==> src/rtl/lph_pkg.sv <==
`timescale 1ns / 1ps
`default_nettype none
// ----------------------------------------------------------------------------
// lph_pkg: shared types and constants of the linear probing hash set
// Table geometry, operation and result codes, and the counter update word
// that passes from the probe controller to the counter block.
// ----------------------------------------------------------------------------
package lph_pkg;

   // table geometry (depth must be a power of two: the start slot is the key's low bits)
   localparam int TABLE_DEPTH = 256;
   localparam int KEY_BITS    = 32;
   localparam int IDX_BITS    = $clog2(TABLE_DEPTH);
   localparam int OCC_BITS    = $clog2(TABLE_DEPTH + 1);

   // port widths of the request and response words
   localparam int REQ_KEY_BITS  = 32;
   localparam int OCC_OUT_BITS  = 9;
   localparam int COUNT_BITS    = 32;

   typedef logic [KEY_BITS-1:0]   key_type;
   typedef logic [IDX_BITS-1:0]   idx_type;
   typedef logic [OCC_BITS-1:0]   occ_type;
   typedef logic [COUNT_BITS-1:0] count_type;

   typedef enum logic [1:0] {
      OP_LOOKUP = 2'd0,
      OP_INSERT = 2'd1,
      OP_CLEAR  = 2'd2,
      OP_STATS  = 2'd3
   } op_type;

   typedef enum logic [2:0] {
      RES_NOT_FOUND = 3'd0,
      RES_FOUND     = 3'd1,
      RES_INSERTED  = 3'd2,
      RES_PRESENT   = 3'd3,
      RES_FULL      = 3'd4,
      RES_STATS     = 3'd5
   } res_type;

   // counter update requests from the controller
   typedef struct packed {
      logic occ_inc;
      logic occ_clr;
      logic hit_inc;
      logic ins_inc;
   } cnt_cmd_type;

endpackage : lph_pkg
`default_nettype wire

==> src/rtl/lph_ctrl.sv <==
`timescale 1ns / 1ps
`default_nettype none
// ----------------------------------------------------------------------------
// lph_ctrl: probe sequencer of the hash set
// Takes one command word; lookup and insert walk the table one slot per
// cycle via one key comparator; keeps slot valid bits, emits the response.
// ----------------------------------------------------------------------------
module lph_ctrl (
   input  wire logic                 clock,
   input  wire logic                 reset,
   input  wire logic                 start,
   output      logic                 busy,
   input  wire lph_pkg::op_type      op,
   input  wire lph_pkg::key_type     key,
   // key memory
   output      logic                 wr_en,
   output      lph_pkg::idx_type     wr_addr,
   output      lph_pkg::key_type     wr_data,
   output      lph_pkg::idx_type     rd_addr,
   input  wire lph_pkg::key_type     rd_data,
   // counters
   output      lph_pkg::cnt_cmd_type cnt_cmd,
   // response strobe and code
   output      logic                 rsp_valid,
   output      lph_pkg::res_type     rsp_code
);
   import lph_pkg::*;

   typedef enum logic {
      ST_IDLE,
      ST_PROBE
   } state_type;

   state_type             state_ff,  state_in;
   op_type                op_ff,     op_in;
   key_type               key_ff,    key_in;
   idx_type               addr_ff,   addr_in;
   idx_type               cnt_ff,    cnt_in;
   logic [TABLE_DEPTH-1:0] valid_ff, valid_in;
   logic                  rsp_valid_ff, rsp_valid_in;
   res_type               code_ff,   code_in;

   logic accept;
   logic slot_used;
   logic key_hit;
   logic last_probe;

   assign accept     = start && (state_ff == ST_IDLE);
   assign slot_used  = valid_ff[addr_ff];
   assign key_hit    = (rd_data == key_ff);
   assign last_probe = (cnt_ff == idx_type'(TABLE_DEPTH - 1));

   // read the start slot on accept, the following slot while probing
   assign rd_addr = (state_ff == ST_PROBE) ? addr_ff + idx_type'(1) : key[IDX_BITS-1:0];

   // sequencer
   always_comb begin
      state_in     = state_ff;
      op_in        = op_ff;
      key_in       = key_ff;
      addr_in      = addr_ff;
      cnt_in       = cnt_ff;
      valid_in     = valid_ff;
      rsp_valid_in = 1'b0;
      code_in      = code_ff;
      wr_en        = 1'b0;
      cnt_cmd      = '0;
      case (state_ff)
         ST_IDLE: begin
            if (accept) begin
               op_in   = op;
               key_in  = key;
               addr_in = key[IDX_BITS-1:0];
               cnt_in  = '0;
               case (op)
                  OP_LOOKUP: begin
                     state_in = ST_PROBE;
                  end
                  OP_INSERT: begin
                     state_in        = ST_PROBE;
                     cnt_cmd.ins_inc = 1'b1;
                  end
                  OP_CLEAR: begin
                     valid_in        = '0;
                     cnt_cmd.occ_clr = 1'b1;
                     rsp_valid_in    = 1'b1;
                     code_in         = RES_STATS;
                  end
                  default: begin
                     rsp_valid_in = 1'b1;
                     code_in      = RES_STATS;
                  end
               endcase
            end
         end
         ST_PROBE: begin
            if (!slot_used) begin
               // empty slot ends the walk
               state_in     = ST_IDLE;
               rsp_valid_in = 1'b1;
               if (op_ff == OP_INSERT) begin
                  wr_en             = 1'b1;
                  valid_in[addr_ff] = 1'b1;
                  cnt_cmd.occ_inc   = 1'b1;
                  code_in           = RES_INSERTED;
               end else begin
                  code_in = RES_NOT_FOUND;
               end
            end else if (key_hit) begin
               // matching key ends the walk
               state_in     = ST_IDLE;
               rsp_valid_in = 1'b1;
               if (op_ff == OP_INSERT) begin
                  code_in = RES_PRESENT;
               end else begin
                  cnt_cmd.hit_inc = 1'b1;
                  code_in         = RES_FOUND;
               end
            end else if (last_probe) begin
               // every slot visited
               state_in     = ST_IDLE;
               rsp_valid_in = 1'b1;
               code_in      = (op_ff == OP_INSERT) ? RES_FULL : RES_NOT_FOUND;
            end else begin
               addr_in = addr_ff + idx_type'(1);
               cnt_in  = cnt_ff + idx_type'(1);
            end
         end
         default: begin
            state_in = ST_IDLE;
         end
      endcase
   end

   always_ff @(posedge clock) begin
      if (reset) begin
         state_ff     <= ST_IDLE;
         valid_ff     <= '0;
         rsp_valid_ff <= 1'b0;
      end else begin
         state_ff     <= state_in;
         valid_ff     <= valid_in;
         rsp_valid_ff <= rsp_valid_in;
      end
      op_ff   <= op_in;
      key_ff  <= key_in;
      addr_ff <= addr_in;
      cnt_ff  <= cnt_in;
      code_ff <= code_in;
   end

   assign busy      = (state_ff != ST_IDLE);
   assign wr_addr   = addr_ff;
   assign wr_data   = key_ff;
   assign rsp_valid = rsp_valid_ff;
   assign rsp_code  = code_ff;

   // a lookup or insert always enters the probe walk
   a_probe_entry: assert property (@(posedge clock) disable iff (reset)
      (accept && (op == OP_LOOKUP || op == OP_INSERT)) |=> state_ff == ST_PROBE)
      else $error("probe walk not entered");

   // a key is only written into an empty slot
   a_write_empty: assert property (@(posedge clock) disable iff (reset)
      wr_en |-> !valid_ff[addr_ff])
      else $error("write into an occupied slot");

   // probe outcomes only follow a probe cycle
   a_probe_result: assert property (@(posedge clock) disable iff (reset)
      (rsp_valid_ff && (code_ff == RES_FOUND || code_ff == RES_INSERTED ||
                        code_ff == RES_PRESENT || code_ff == RES_FULL))
      |-> $past(state_ff == ST_PROBE))
      else $error("probe result without a probe");

endmodule : lph_ctrl
`default_nettype wire

==> config.mk <==
export PLATFORM = sky130hd
export DESIGN_NAME = lph_ctrl
export DESIGN_NICKNAME = d
export VERILOG_FILES = /design/src/rtl/lph_pkg.sv /design/src/rtl/lph_ctrl.sv
export SDC_FILE = /design/constraint.sdc
export NUM_CORES = 1
export LEC_CHECK = 0
export BUFFER_PORTS_ARGS = -buffer_cell sky130_fd_sc_hd__buf_2
export CORE_MARGIN = 4
export CORE_UTILIZATION = 40
export CTS_BUF_LIST = sky130_fd_sc_hd__clkbuf_4 sky130_fd_sc_hd__clkbuf_8 sky130_fd_sc_hd__clkbuf_16
export DETAILED_ROUTE_END_ITERATION = 10
export PLACE_DENSITY_LB_ADDON = 0.1
export SYNTH_ARGS = -nofsm -noshare
export SYNTH_HDL_FRONTEND = slang
export SYNTH_SLANG_ARGS = --single-unit
export TNS_END_PERCENT = 10
==> constraint.sdc <==
create_clock -name clock -period 4 [get_ports clock]
set_input_delay 0.8 -clock clock [delete_from_list [all_inputs] [get_ports clock]]
set_output_delay 0.8 -clock clock [all_outputs]
set_load 0.01 [all_outputs]
==> flow_summary.toml <==
[drt]
viasPerCell = 5.367
drt-pass1-iter-count = 6
route.detailed.drc = 0
ant_nets = 0
wl_per_cell_um = 19.80
wl_um = 36720
num_vias = 9950
drt-initial-drc-count = 631

[synthesis]
synth_edf_count = 53
syn_inst = 1311
synth_common_cells = "nand2_1, dfxtp_1, o21ai_0"
syn_area_per_cell_um2 = 9.685
syn_nets = 1385
yosysSeqAreaShare = 0.5321
yosys-top-cells-area = "dfxtp_1, edfxtp_1, nand2_1"
synth_top_area_frac = 0.4068
syn_area_um2 = 12700
yosysWarnings = 0
synthArstFlopShare = 0
synth.most_common_cell = "nand2_1"
ys_ff_latch = 311
synth_ff_type = "dfxtp_1"
synth.distinct_cells = 48
synth_top_area_cell = "dfxtp_1"

[clock_tree]
cts.path.max_buffers = 3
hold_buffers = 0
insertion_delay_ns = 0.51
cts.htree.levels = 2
path_clk_slew_ns = 0.06
cts_tree = "done"
clock_sinks = 311
cts_buffers = 36
clockRootBuffer = "clkbuf_16"

[timing]
max_slew_margin = 0.5130
worst_slack_ns = -0.1848
fin_crit_sh = 1.046
rsz0062_at_grt = "true"
max_freq_ghz = 0.2390
final.min_clock_period_ns = 4.185
setup-violations-final = 3
tightest_slew_ns = 0.7249
fin_worst_skew_ns = 0.01209
hold_viol = 0
slew_violations = 0

[global_route]
grt_start_max_net_pins = 82
grt_pass1_wl_um = 56840
antenna_found_initial = 0
globalRouteTotalUtil = 0.2104
overflow = 0
grt_pass1_vias = 9600

[pwr]
clkPwrFrac = 0.454
p_comb_frac = 0.100
switchingPower_mw = 1.773
seq_power_share = 0.446
power_mw = 7.370
power.internal_mw = 5.597
vdd_drop_max_uv = 303.9
power_density_nw_per_um2 = 484.6
p_sw_frac = 0.2406
leakagePower_nw = 5.637

[critical_path]
startpoint = "wr_addr[0]$_DFFE_PP_"
ff2ff_path_depth = 9
worstSetupEndpointType = "output pin"
critPathMaxFanout = 4
r2r_start = "wr_addr[0]$_DFFE_PP_"
startpoint_type = "flop"
reg2reg_to = "valid_ff[3]$_SDFFE_PP0P_"
ff2ff_setup_slack_ns = 0.48
worstPathArrival_ns = 3.38
critPathCapture = "cnt_cmd[3]"
worstPathRequired_ns = 3.20
crit_type = "reg -> out"

[placed_design]
gp_congestion = 0.8183
placedCellCount = 1782
port_buffers = 126
hpwl_um = 24380

[floorplan]
die_w_um = 186.2
initial_core_util = 0.4097
placeableCoreArea_um2 = 30990
die_h_um = 186.2
fp.dieArea_um2 = 34660
rows = 64
ios = 127

[flow_run]
maxCapViolCount = 0

[final_layout]
syn2layout_area_growth_pct = 19.78
drive_above_1_share = 0.1941
layout.cells.non_filler = 1854
final_nets = 1508
num_antenna_cells = 0

[run_status]
status = "complete, but fails checks"
failed_checks = "negative setup slack"

[hold_path]
min_path_type = "reg -> reg"
[cell type report]
cell class / count / area [um2]
well taps: 396 / 495.5
flip-flops and latches: 311 / 6756
clock buffers: 51 / 1122
repair buffers: 170 / 1116
multi-input cells: 907 / 5578
clock inverters: 11 / 110.1
inverters: 8 / 30.03
fillers: 2926 / 15780
[metrics by stage]
step	TNS (ns)	instance area, um2	util	hold slack (ns)	worst slack (ns)
after floorplan	0	12700	-	0.4198	0.2563
after global placement	0	13790	0.4449	0.4294	0.09890
after detailed placement	0	13790	0.4449	0.4366	0.1119
after CTS	-0.4494	15150	0.4889	0.4472	-0.1807
after global routing	-0.7443	15210	0.4908	0.4512	-0.2834
final	-0.4560	15210	0.4908	0.4449	-0.1848
[power groups by stage]
| stage | registers, mW | logic (mW) | clock network (mW) |
|---|---|---|---|
| 2_1_floorplan | 3.35 | 0.403 | 0 |
| 3_3_place_gp | 3.35 | 0.697 | 0 |
| 3_5_place_dp | 3.35 | 0.696 | 0 |
| 4_1_cts | 3.29 | 0.729 | 3.43 |
| 5_1_grt | 3.29 | 0.783 | 3.57 |
| 6_report | 3.29 | 0.737 | 3.35 |
[worst min-delay path by stage]
stage	start	to	slack [ns]	depth (start not counted)
2_1_floorplan	valid_ff[114]$_SDFFE_PP0P_	valid_ff[114]$_SDFFE_PP0P_	0.42	2
3_3_place_gp	valid_ff[180]$_SDFFE_PP0P_	valid_ff[180]$_SDFFE_PP0P_	0.43	2
3_5_place_dp	valid_ff[43]$_SDFFE_PP0P_	valid_ff[43]$_SDFFE_PP0P_	0.44	2
4_1_cts	valid_ff[230]$_SDFFE_PP0P_	valid_ff[230]$_SDFFE_PP0P_	0.45	2
5_1_grt	key[20]	wr_data[20]$_DFFE_PP_	0.45	1
6_report	valid_ff[230]$_SDFFE_PP0P_	valid_ff[230]$_SDFFE_PP0P_	0.44	2
[registers in the layout, indices dropped and copies added (netlist names)]
| register | cells |
|---|---|
| wr_addr | 8 |
| busy | 1 |
| op_ff | 2 |
| rsp_code | 3 |
| wr_data | 32 |
| cnt_ff | 8 |
| rsp_valid | 1 |
| valid_ff | 256 |
[repair_timing]
item | 4_1_cts | 5_1_grt
resized for setup | 11 | 4
buffers inserted | 3 | 5
endpoints found under the setup margin | 3 | 3
cloned | 2 | 0
pin swaps | 3 | 5
[cells by family (layout without fill, tap and decap cells)]
group,count (synthesis),count (layout),share of synthesized area
AO/OA/AOI/OAI,331,331,0.1424
XOR/XNOR,42,42,0.02897
multiplexers,115,115,0.1178
flip-flops,311,311,0.5321
AND/OR/NAND/NOR,414,414,0.1404
buffers and inverters,93,240,0.03341
adder cells (fa/ha/maj),5,5,0.004927
[critical path: stages, from the launching register on]
cell,delay [ns]
edfxtp_1,0.41
buf_6,0.15
buf_16,0.11
mux4_2,0.49
mux4_2,0.53
o22ai_4,0.18
nor3_2,0.07
nor4_2,0.29
nand2_1,0.17
o21ai_2,0.12
and3_4,0.22
buf_2,0.12
[per-layer routing]
layer / wire, um / global-route usage
met4: 733 / 0.05305
met5: 0 / 0
met3: 1667 / 0.03189
met2: 17120 / 0.3413
met1: 17200 / 0.2973
[layout by cell type (no fill, tap or decap), drive strengths merged, types with 10 or more instances in the layout]
master | synthesis | routed
clkbuf | 51 | 51
mux2i | 83 | 83
nor2b | 14 | 14
mux4 | 27 | 27
nand2 | 292 | 292
o21ai | 258 | 258
a22oi | 35 | 35
buf | 34 | 169
dfxtp | 258 | 258
edfxtp | 53 | 53
nor2 | 27 | 27
nor4 | 10 | 10
xor2 | 39 | 39
nand3 | 43 | 43
a21oi | 17 | 17
Note: power is estimated with default switching activity, not from simulation.
