--- config.mk ---
export PLATFORM = sky130hd
export DESIGN_NAME = lph_counters
export DESIGN_NICKNAME = d
export VERILOG_FILES = /design/src/rtl/lph_pkg.sv /design/src/rtl/lph_counters.sv
export SDC_FILE = /design/constraint.sdc
export NUM_CORES = 1
export LEC_CHECK = 0
export BUFFER_PORTS_ARGS = -buffer_cell sky130_fd_sc_hd__buf_2
export CORE_AREA = 5 5 95 97
export CTS_CLUSTER_DIAMETER = 120
export DETAILED_ROUTE_END_ITERATION = 8
export DIE_AREA = 0 0 100 102
export MAX_ROUTING_LAYER = met4
export PLACE_DENSITY_LB_ADDON = 0.15
export SYNTH_ARGS = -nofsm -noshare
export SYNTH_HDL_FRONTEND = slang
export SYNTH_SLANG_ARGS = --single-unit
export TNS_END_PERCENT = 100
--- constraint.sdc ---
create_clock -name clock -period 3.65 [get_ports clock]
set_input_delay 0.5475 -clock clock [delete_from_list [all_inputs] [get_ports clock]]
set_output_delay 0.5475 -clock clock [all_outputs]
set_load 0.01 [all_outputs]
--- src/rtl/lph_pkg.sv ---
`timescale 1ns / 1ps
`default_nettype none
// ----------------------------------------------------------------------------
// lph_pkg: shared types and constants of the linear probing hash set
// Table geometry, operation and result codes, and the counter update word
// that passes from the probe controller to the counter block.
// ----------------------------------------------------------------------------
package lph_pkg;

   // table geometry (depth must be a power of two: the start slot is the key's low bits)
   localparam int TABLE_DEPTH = 256;
   localparam int KEY_BITS    = 32;
   localparam int IDX_BITS    = $clog2(TABLE_DEPTH);
   localparam int OCC_BITS    = $clog2(TABLE_DEPTH + 1);

   // port widths of the request and response words
   localparam int REQ_KEY_BITS  = 32;
   localparam int OCC_OUT_BITS  = 9;
   localparam int COUNT_BITS    = 32;

   typedef logic [KEY_BITS-1:0]   key_type;
   typedef logic [IDX_BITS-1:0]   idx_type;
   typedef logic [OCC_BITS-1:0]   occ_type;
   typedef logic [COUNT_BITS-1:0] count_type;

   typedef enum logic [1:0] {
      OP_LOOKUP = 2'd0,
      OP_INSERT = 2'd1,
      OP_CLEAR  = 2'd2,
      OP_STATS  = 2'd3
   } op_type;

   typedef enum logic [2:0] {
      RES_NOT_FOUND = 3'd0,
      RES_FOUND     = 3'd1,
      RES_INSERTED  = 3'd2,
      RES_PRESENT   = 3'd3,
      RES_FULL      = 3'd4,
      RES_STATS     = 3'd5
   } res_type;

   // counter update requests from the controller
   typedef struct packed {
      logic occ_inc;
      logic occ_clr;
      logic hit_inc;
      logic ins_inc;
   } cnt_cmd_type;

endpackage : lph_pkg
`default_nettype wire

--- src/rtl/lph_counters.sv ---
`timescale 1ns / 1ps
`default_nettype none
// ----------------------------------------------------------------------------
// lph_counters: occupancy and statistics counters
// Occupancy counts valid slots; hit and insert counts saturate at all ones.
// ----------------------------------------------------------------------------
module lph_counters (
   input  wire logic                 clock,
   input  wire logic                 reset,
   input  wire lph_pkg::cnt_cmd_type cmd,
   output      lph_pkg::occ_type     occupancy,
   output      lph_pkg::count_type   hits,
   output      lph_pkg::count_type   inserts
);
   import lph_pkg::*;

   occ_type   occ_ff,  occ_in;
   count_type hit_ff,  hit_in;
   count_type ins_ff,  ins_in;

   // next values
   always_comb begin
      occ_in = occ_ff;
      hit_in = hit_ff;
      ins_in = ins_ff;
      if (cmd.occ_clr) begin
         occ_in = '0;
      end else if (cmd.occ_inc) begin
         occ_in = occ_ff + occ_type'(1);
      end
      if (cmd.hit_inc && (hit_ff != '1)) begin
         hit_in = hit_ff + count_type'(1);
      end
      if (cmd.ins_inc && (ins_ff != '1)) begin
         ins_in = ins_ff + count_type'(1);
      end
   end

   always_ff @(posedge clock) begin
      if (reset) begin
         occ_ff <= '0;
         hit_ff <= '0;
         ins_ff <= '0;
      end else begin
         occ_ff <= occ_in;
         hit_ff <= hit_in;
         ins_ff <= ins_in;
      end
   end

   assign occupancy = occ_ff;
   assign hits      = hit_ff;
   assign inserts   = ins_ff;

   // occupancy never passes the table size
   a_occ_bound: assert property (@(posedge clock) disable iff (reset)
      occ_ff <= occ_type'(TABLE_DEPTH))
      else $error("occupancy above table depth");

   // hit count never moves backward outside reset
   a_hit_mono: assert property (@(posedge clock) disable iff (reset)
      !$past(reset) |-> hit_ff >= $past(hit_ff))
      else $error("hit count decreased");

endmodule : lph_counters
`default_nettype wire

==> results by group, run 1 <==
STA
  – RSZ-0062 raised after global routing: no
  – Slew Limit Headroom: 36.9%
  – Setup_tns: 0 ns
  – Clk_skew: 0.00983 ns
  – Slew @ Worst Pin: about 0.95 ns
  – Max Clk Rate: ~390 MHz
  – Period utilisation layout: 69.8%
  – Final WS setup: between 1 and 1.5 ns
  – Final setup fails: 0
  – Fin. Hold Viols: 0
  – Max-slew violations: 0
  – Period minus WS final: 2.55 ns

Critical path
  – Slowest CP cell: or4_4
  – Crit-path cells: nand4_4 -> or4_4 -> o31ai_4 -> buf_4 -> or3_1 -> a21oi_1
  – Critical path peak fanout: 15
  – Critical path's top delay family: simple AND/OR/NAND/NOR gates
  – Largest stage delay on the critical path: approximately 0.63 ns
  – Arrival @ worst endpoint: 2.73 ns
  – Critical path origin: inserts[7]
  – Critical path buffers and inverters: 1
  – Crit Path Category: reg2reg
  – Crit Reg-Reg Startpoint: inserts[7]
  – Crit. End Element: flop
  – CP required: 3.83 ns
  – Critical path launch point type: flop

Routing
  – First-pass iteration count of the detailed router: 4
  – Post-DR vias/cell: 5.64
  – Post-route ant nets: 0
  – Drt wl/cell: 14.3 um
  – Post-Route WL: 8680 um
  – Initial DRC count: 125
  – Residual DRC: 0
  – Via Count: 3430

Floorplanning
  – Initial core utilization: 44.3%
  – Die Area: slightly above 0.01 mm2
  – FP Rows: 33
  – Core Area: 0.00805 mm2
  – Die Y: 102 um
  – Num ports: approximately 80
  – Die width: 100 um

CTS
  – Clock Latency Late Sink: about 0.33 ns
  – Postcts setup bufs: 0
  – Clk root buf: clkbuf_8
  – Worst-path clk slew: 0.08 ns
  – Sink Count: 73
  – CTS tree: done
  – Cts repair resizes: 0
  – H-tree levels: 3
  – CTS max path bufs: 2
  – Hold Buf Count CTS: 0
  – CTS Buf Count: 9

Layout
  – Ant diodes: 0
  – Area Overhead vs Synth: 19.9%
  – Commonest non-fill, non-tap cell in the layout: buf_2
  – Fin util: 53.1%
  – Share of cells above drive strength 1: about 23%
  – Most frequent cells in the layout: 78 x buf_2, 73 x dfxtp_1, 49 x a21oi_1
  – Number of fillers in the final layout: 812
  – Final instance area: 0.00427 mm2
  – Final nets: a little over 500

Worst hold path
  – Min-delay worst type: reg2reg
  – Worst hold path startpoint: occupancy[8]

Placement
  – Port Buffers: 78
  – Post-DP HPWL: 6190 um
  – Setup WS pre-CTS: 1.14 ns
  – Cell Area, Placed: between 0.004 and 0.005 mm2
  – Final Wtd Congestion: between 0.8 and 0.9

Global route
  – First-pass GRT wire length: 14800 um
  – Remaining Overflow, GRT: 0
  – GRT Total Usage: 18.0%
  – Largest net degree at the start of global routing: 54
  – Initial antenna violation count: 0
  – Number of global-route vias before repair: 3147

Logic synthesis
  – Ys Warns: 0
  – EDFF count, synth: 0
  – Netlist Area Pre-Place: 0.00356 mm2
  – Seq/Total Area, Yosys: 41.0%
  – Library cells used by synthesis: 42
  – Cells after Synth: 420
  – Post-synth ARST share: 0%
  – Number of synthesized register bits: 73
  – Avg Cell Area, Syn: ~8.5 um2
  – Main synth FF type: dfxtp_1
  – Net Count, Synth: 429

Power and ir drop
  – Pleak: 1.59 nW
  – Power per cell area: 371 mW/mm2
  – Total Power: 1.59 mW
  – Peak supply drop: 0.206 mV

Flow run
  – Max-cap violations: 0

Status
  – Outcome: complete, no violations
worst paths after layout:
path | to | depth (start not counted) | slack, ns
setup reg to reg | inserts[7] | 6 | 1.10
hold / removal | occupancy[8] | 2 | 0.49
setup / recovery | inserts[7] | 6 | 1.10
hold reg to reg | occupancy[8] | 2 | 0.49
cells in the mapped netlist (5+ instances only):
library cell / instances / area [um2]
inv_1: 12 / 45.0
o21ai_0: 28 / 140
nor4_1: 6 / 37.5
clkbuf_1: 12 / 45.0
and4_1: 8 / 70.1
nor3_1: 6 / 30.0
nor2b_1: 5 / 31.3
dfxtp_1: 73 / 1460
nand3_1: 21 / 105
a21oi_1: 49 / 245
and3_1: 5 / 31.3
or4_1: 15 / 113
nand2_1: 31 / 116
xor2_1: 11 / 96.3
or3_1: 32 / 200
nor2_1: 27 / 101
nand4_1: 16 / 100
o31ai_1: 17 / 128
metal layers:
metal	wire length, um	up-vias	global-route usage [%]
met2	4080	81	28.6
met5	0	-	-
li1	-	1716	-
met3	471	8	3.41
met1	4040	1625	23.3
met4	85	0	5.80
stage by stage:
stage          hold WS (ns)  std cells
2_1_floorplan         0.498        420
3_5_place_dp          0.483        592
3_3_place_gp          0.465        592
6_report              0.492        608
4_1_cts               0.496        608
5_1_grt               0.530        608
sequential cells by signal, indices dropped and copies added, names as in the netlist:
signal,count
hits,32
inserts,32
occupancy,9
power breakdown:
group	internal, mW	switching, mW	total (mW)
Clock	0.420	0.308	0.729
Combinational	0.0167	0.0321	0.0488
Sequential	0.801	0.00666	0.808
final cells by class:
type	count	area [um2]	share of cell area [%]
inverters	12	45.0	1.05
repair buffers	83	428	10.0
multi-input cells	319	1980	46.3
well taps	105	131	3.07
flip-flops and latches	73	1460	34.2
clock buffers	11	151	3.54
clock inverters	5	77.6	1.81
worst reg2reg max path, cell delays in order (launching register included):
cell and delay [ns]:
dfxtp_1 0.49, nand4_4 0.22, or4_4 0.63, o31ai_4 0.58, buf_4 0.29, or3_1 0.11
a21oi_1 0.07
kinds of logic after synthesis:
kind of cell | synth area share, %
and+or+nand+nor | 29.7
AOI/OAI and AO/OA | 18.3
DFF | 41.0
buffers and inverters | 3.44
xor gates and xnor gates | 3.44
muxes | 3.05
adders and majority gates | 1.05
Power figures use the tool's default switching activity.
==> run 2, diff against run 1 <==
- ABC_AREA: default -> 1
- CORE_AREA: 5 5 95 97 -> 5 5 103 105
- DIE_AREA: 0 0 100 102 -> 0 0 108 110
- clock period: 3.65 -> 2.32 ns (I/O delays scaled with it)
==> run 2 against run 1 <==
Effect of this change:
- setup slack got worse by 0.81 ns
- final cell count increased by 47%
- core utilization decreased by 1.5 points
- combinational power grew 98%
- die area is 16% higher
- clock skew rose by 0.0012 ns
- routed wire length increased by 30%
- sequential share of layout area is 4.5 points lower
- synthesized cell count rose by 62%
- sequential power up 57%
- area after synthesis rose by 17%
- critical endpoint is now inserts[29]
==> results by group, run 2 <==
Status
  – Outcome: complete, no violations

Layout
  – Final nets: ~770
  – Area Overhead vs Synth: 18.1%
  – Most frequent cells in the layout: 171 x nand2_1, 160 x nor2_1, 78 x buf_2
  – Ant diodes: 0
  – Commonest non-fill, non-tap cell in the layout: nand2_1
  – Number of fillers in the final layout: 1000
  – Share of cells above drive strength 1: 15.8%

CTS
  – Clk root buf: clkbuf_8
  – Worst-path clk slew: 0.08 ns
  – Clock Latency Late Sink: 0.35 ns
  – Postcts setup bufs: 0
  – H-tree levels: 3
  – Sink Count: between 70 and 80
  – CTS Buf Count: 9
  – CTS max path bufs: 2
  – CTS tree: done
  – Cts repair resizes: 0
  – Hold Buf Count CTS: 0

STA
  – WHS: 0.218 ns
  – Fin. Hold Viols: 0
  – Max Clk Rate: ~500 MHz
  – Setup_tns: 0 ns
  – Period minus WS final: 2.03 ns
  – Final setup fails: 0
  – Max-slew violations: 0
  – Period utilisation layout: slightly below 90%
  – Clk_skew: 0.0110 ns
  – Slew @ Worst Pin: 0.592 ns
  – Slew Limit Headroom: 60.4%
  – RSZ-0062 raised after global routing: no

Floorplanning
  – Die width: 108 um
  – Die Y: 110 um
  – FP Rows: 36
  – Num ports: roughly 80
  – Initial core utilization: 43.7%
  – Die Area: 0.0119 mm2
  – Core Area: 0.00955 mm2

Critical path
  – Critical path launch point type: flop
  – Critical path peak fanout: 33
  – Crit Path Category: reg2reg
  – Crit. End Element: flop
  – R2R depth: 11
  – R2R setup slack: approximately 0.29 ns
  – CP required: 2.57 ns
  – Arrival @ worst endpoint: 2.28 ns
  – Reg2reg end: inserts[29]
  – Crit Reg-Reg Startpoint: inserts[0]

Global route
  – Number of global-route vias before repair: 4114
  – GRT Total Usage: 19.9%
  – First-pass GRT wire length: 18700 um
  – Largest net degree at the start of global routing: 62
  – Initial antenna violation count: 0
  – Remaining Overflow, GRT: 0

Logic synthesis
  – Ys Warns: 0
  – Post-synthesis mux area share: 0%
  – Synth Area in Compound Gates: approximately 7.3%
  – Count leader, synth: nand2_1
  – Synth top area share: about a third
  – Area contributors post-synth: dfxtp_1 35%, nand2_1 15%, nor2_1 14%, nand3_1 7.7%, inv_1 6.1%
  – Post-Synth Simple-Gate Area: 47.0%
  – Post-Synth XOR/XNOR Area: less than 1%
  – Netlist Area Pre-Place: 0.00417 mm2
  – Avg Cell Area, Syn: 6.15 um2
  – Post-Synth Adder-Cell Area: 0.900%
  – Synth top cells by count: 171 x nand2_1, 160 x nor2_1, 73 x dfxtp_1
  – Library cells used by synthesis: 28
  – Seq/Total Area, Yosys: 35.0%
  – Cells after Synth: between 600 and 700
  – Number of synthesized register bits: 73
  – Main synth FF type: dfxtp_1
  – Post-synth ARST share: 0%
  – Net Count, Synth: approximately 700
  – Combinational family with the most area after synthesis: simple AND/OR/NAND/NOR gates
  – EDFF count, synth: 0
  – Cell taking the most area after synthesis: dfxtp_1

Routing
  – Post-Route WL: 11200 um
  – Post-route ant nets: 0
  – Initial DRC count: 252
  – Via Count: 4466
  – Drt wl/cell: between 10 and 15 um
  – Post-DR vias/cell: between 4 and 5
  – Residual DRC: 0
  – First-pass iteration count of the detailed router: 4

Power and ir drop
  – Peak supply drop: 0.246 mV
  – Pleak: 2.21 nW
  – Power per cell area: 545 mW/mm2

Placement
  – Port Buffers: 78
  – Post-DP HPWL: 8380 um
  – Final Wtd Congestion: a little under 0.9

Worst hold path
  – Worst Hold Depth: 2
  – Worst Hold Endpoint: hits[1]
  – Min-delay worst type: in2reg
  – Worst hold path startpoint: reset

Flow run
  – Max-cap violations: 0
-- run 2: worst max-delay path, cell delays in order (launching register included) --
cell,delay [ns]
dfxtp_1,0.43
ha_1,0.22
nand3_1,0.11
inv_1,0.07
nand2_1,0.07
inv_1,0.11
nand3_4,0.30
buf_4,0.34
nand2_1,0.12
nand2_1,0.05
nand2_1,0.05
nor2_1,0.04
-- run 2: kinds of logic after synthesis --
logic type               after synthesis
adder cells (fa/ha/maj)                3
AND/OR/NAND/NOR                      452
XOR/XNOR                               3
flip-flops                            73
AO/OA/AOI/OAI                         60
buffers and inverters                 88
-- run 2: power by group --
group / internal [mW] / total (mW) / switching, mW / leakage, nW
logic: 0.0359 / 0.0965 / 0.0606 / 1.49
clock network: 0.820 / 1.32 / 0.500 / 0.127
registers: 1.26 / 1.27 / 0.0114 / 0.589
total: 2.12 / 2.69 / 0.572 / 2.21
-- run 2: worst max path at each step --
| stage | startpoint | to | slack, ns | cells after the start |
|---|---|---|---|---|
| 2_1_floorplan | hits[0] | hits[15] | 0.72 | 9 |
| 3_3_place_gp | inserts[0] | inserts[22] | 0.37 | 11 |
| 3_5_place_dp | inserts[0] | inserts[29] | 0.31 | 11 |
| 4_1_cts | inserts[0] | inserts[29] | 0.28 | 11 |
| 5_1_grt | hits[0] | hits[2] | 0.05 | 9 |
| 6_report | inserts[0] | inserts[29] | 0.29 | 11 |
-- run 2: per-stage QoR --
step	setup WS, ns	cell area (um2)	util, %	power [mW]	std cells
floorplan	0.721	4170	-	1.36	679
global placement	0.373	4670	48.9	1.40	879
detailed placement	0.306	4670	48.9	1.40	879
CTS	0.282	4930	51.6	2.70	894
global route	0.0489	4930	51.6	2.77	894
finish	0.288	4930	51.6	2.69	894
-- run 2: area by class of cell --
cell class                 instances  area (um2)  share of cell area (%)
inverter                          71         267                    5.41
multi-input combinational        518        2330                    47.3
clock inverter                     5         129                    2.61
sequential                        73        1460                    29.7
timing repair buffer              84         448                    9.09
clock buffer                      10         128                    2.59
tap                              133         166                    3.38
-- run 2: routing by layer --
metal / GRT usage [%] / vias up / wire length (um)
li1: - / 2323 / -
met1: 24.6 / 2029 / 5230
met2: 33.3 / 101 / 5360
met3: 2.50 / 13 / 489
met4: 7.66 / 0 / 161
met5: - / - / 0
==> run 3, diff against run 2 <==
- ABC_AREA: 1 -> 0
- CORE_AREA: 5 5 103 105 -> 5 5 95 97
- DIE_AREA: 0 0 108 110 -> 0 0 100 102
- MAX_ROUTING_LAYER: met4 -> default
==> run 3 against run 2 <==
Effect of this change:
- non-clock buffer count grew 15
- combinational power shrank 18%
- critical path depth shrank 5
- global-route usage shrank 2.3 points
- sequential share of layout area grew 4.0 points
- setup slack lost 0.16 ns
- via count shrank 21%
- clock skew shrank 0.0060 ns
==> results by group, run 3 (synthesis gave the netlist of run 1 again) <==
Status
  – Outcome: complete, no violations

Layout
  – Most frequent cells in the layout: 78 x buf_2, 73 x dfxtp_1, 49 x a21oi_1
  – Final nets: 523
  – Ant diodes: 0
  – Share of cells above drive strength 1: roughly a quarter
  – Number of fillers in the final layout: 793
  – Commonest non-fill, non-tap cell in the layout: buf_2
  – Area Overhead vs Synth: 21.8%

Global route
  – Largest net degree at the start of global routing: 38
  – Remaining Overflow, GRT: 0
  – Initial antenna violation count: 0
  – GRT Total Usage: ~18%
  – First-pass GRT wire length: 14700 um
  – Number of global-route vias before repair: ~3200

STA
  – Max-slew violations: 0
  – Clk_skew: 0.00506 ns
  – Setup_tns: 0 ns
  – Slew @ Worst Pin: roughly 0.68 ns
  – Max Clk Rate: ~460 MHz
  – Fin. Hold Viols: 0
  – Slew Limit Headroom: 54.8%
  – Period utilisation layout: 94.4%
  – Final setup fails: 0
  – Period minus WS final: 2.19 ns
  – RSZ-0062 raised after global routing: no
  – WHS: 0.322 ns

CTS
  – CTS Buf Count: 9
  – CTS max path bufs: 2
  – CTS tree: done
  – Sink Count: 73
  – Postcts setup bufs: 0
  – Cts repair resizes: 0
  – Clock Latency Late Sink: approximately 0.35 ns
  – Clk root buf: clkbuf_8
  – Hold Buf Count CTS: 0
  – Worst-path clk slew: 0.08 ns
  – H-tree levels: 3

Worst hold path
  – Worst hold path startpoint: cmd[3]
  – Worst Hold Depth: 3
  – Min-delay worst type: in2reg
  – Worst Hold Endpoint: occupancy[0]

Routing
  – Via Count: approximately 3500
  – First-pass iteration count of the detailed router: 4
  – Met1 WL: 4080 um
  – Initial DRC count: 82
  – Drt wl/cell: 14.3 um
  – WL met2: between 4000 and 5000 um
  – Residual DRC: 0
  – Post-DR vias/cell: ~5.6
  – Met3 WL: a little over 500 um
  – Post-Route WL: 8890 um
  – Top Metal Used: met4
  – Post-route ant nets: 0

Floorplanning
  – Die Y: 102 um
  – Num ports: 79
  – FP Rows: 33
  – Die width: 100 um
  – Die Area: 0.0102 mm2
  – Core Area: 0.00805 mm2
  – Initial core utilization: 44.3%

Critical path
  – Crit Path Category: reg2reg
  – Critical path peak fanout: 15
  – Crit. End Element: flop
  – R2R depth: 6
  – Arrival @ worst endpoint: 2.43 ns
  – CP required: 2.56 ns
  – R2R setup slack: roughly 0.13 ns
  – Crit Reg-Reg Startpoint: inserts[8]
  – Reg2reg end: inserts[3]
  – Critical path launch point type: flop

Power and ir drop
  – Pleak: approximately 1.6 nW
  – Power per cell area: 520 mW/mm2
  – Peak supply drop: approximately 0.24 mV

Placement
  – Port Buffers: 78
  – Final Wtd Congestion: 0.880
  – Post-DP HPWL: 6470 um

Flow run
  – Max-cap violations: 0
-- run 3: cell types whose count changed in the layout (fill, tap and decap cells not counted), moves of 16 or more --
cell | previous run | this run
nand2_1 | 171 | 31
nor2_1 | 160 | 27
inv_1 | 68 | 12
nand3_1 | 64 | 21
or3_1 | 0 | 32
o21ai_0 | 6 | 28
o31ai_1 | 0 | 17
buf_4 | 5 | 21
-- run 3: cell type report --
| cell class | instances | area (um2) | area share, % |
|---|---|---|---|
| Clock buffer | 13 | 159 | 3.66 |
| Clock inverter | 3 | 15.0 | 0.346 |
| Inverter | 12 | 45.0 | 1.04 |
| Multi-Input combinational cell | 319 | 1980 | 45.6 |
| Sequential cell | 73 | 1460 | 33.7 |
| Tap cell | 105 | 131 | 3.03 |
| Timing Repair Buffer | 99 | 548 | 12.6 |
-- run 3: worst max-delay path by stage --
stage | start | cells past startpoint | endpoint | slack (ns)
global placement | inserts[8] | 6 | inserts[3] | 0.22
global route | inserts[7] | 6 | inserts[3] | 0.03
floorplan | hits[0] | 7 | hits[1] | 0.09
finish | inserts[8] | 6 | inserts[3] | 0.13
CTS | inserts[8] | 6 | inserts[3] | 0.14
detailed placement | inserts[8] | 6 | inserts[3] | 0.16
-- run 3: power by group --
part	internal [mW]	switching [mW]
registers	1.26	0.0102
logic	0.0282	0.0514
clock network	0.443	0.464
total	1.73	0.525
-- run 3: critical path, cell delays in order (launching register included) --
cell,delay [ns]
dfxtp_1,0.45
nand4_4,0.23
or4_4,0.63
o31ai_4,0.29
buf_4,0.26
xor2_1,0.16
nor2_1,0.05
-- run 3: stage by stage --
stage                     std cells  total power, mW  setup slack (ns)  cell area (um2)  util (%)
after floorplan                 420             1.35            0.0889             3560         -
after global placement          608             1.38             0.217             4170      51.7
after detailed placement        608             1.38             0.158             4170      51.7
after CTS                       624             2.29             0.138             4340      53.9
after global routing            624             2.36            0.0341             4340      53.9
final                           624             2.26             0.130             4340      53.9
-- run 3: metal layers --
| layer | vias to the layer above | GRT usage [%] |
|---|---|---|
| met1 | 1663 | 22.3 |
| met4 | 0 | 7.67 |
| li1 | 1762 | - |
| met3 | 15 | 4.10 |
| met2 | 79 | 28.8 |
| met5 | - | 0 |
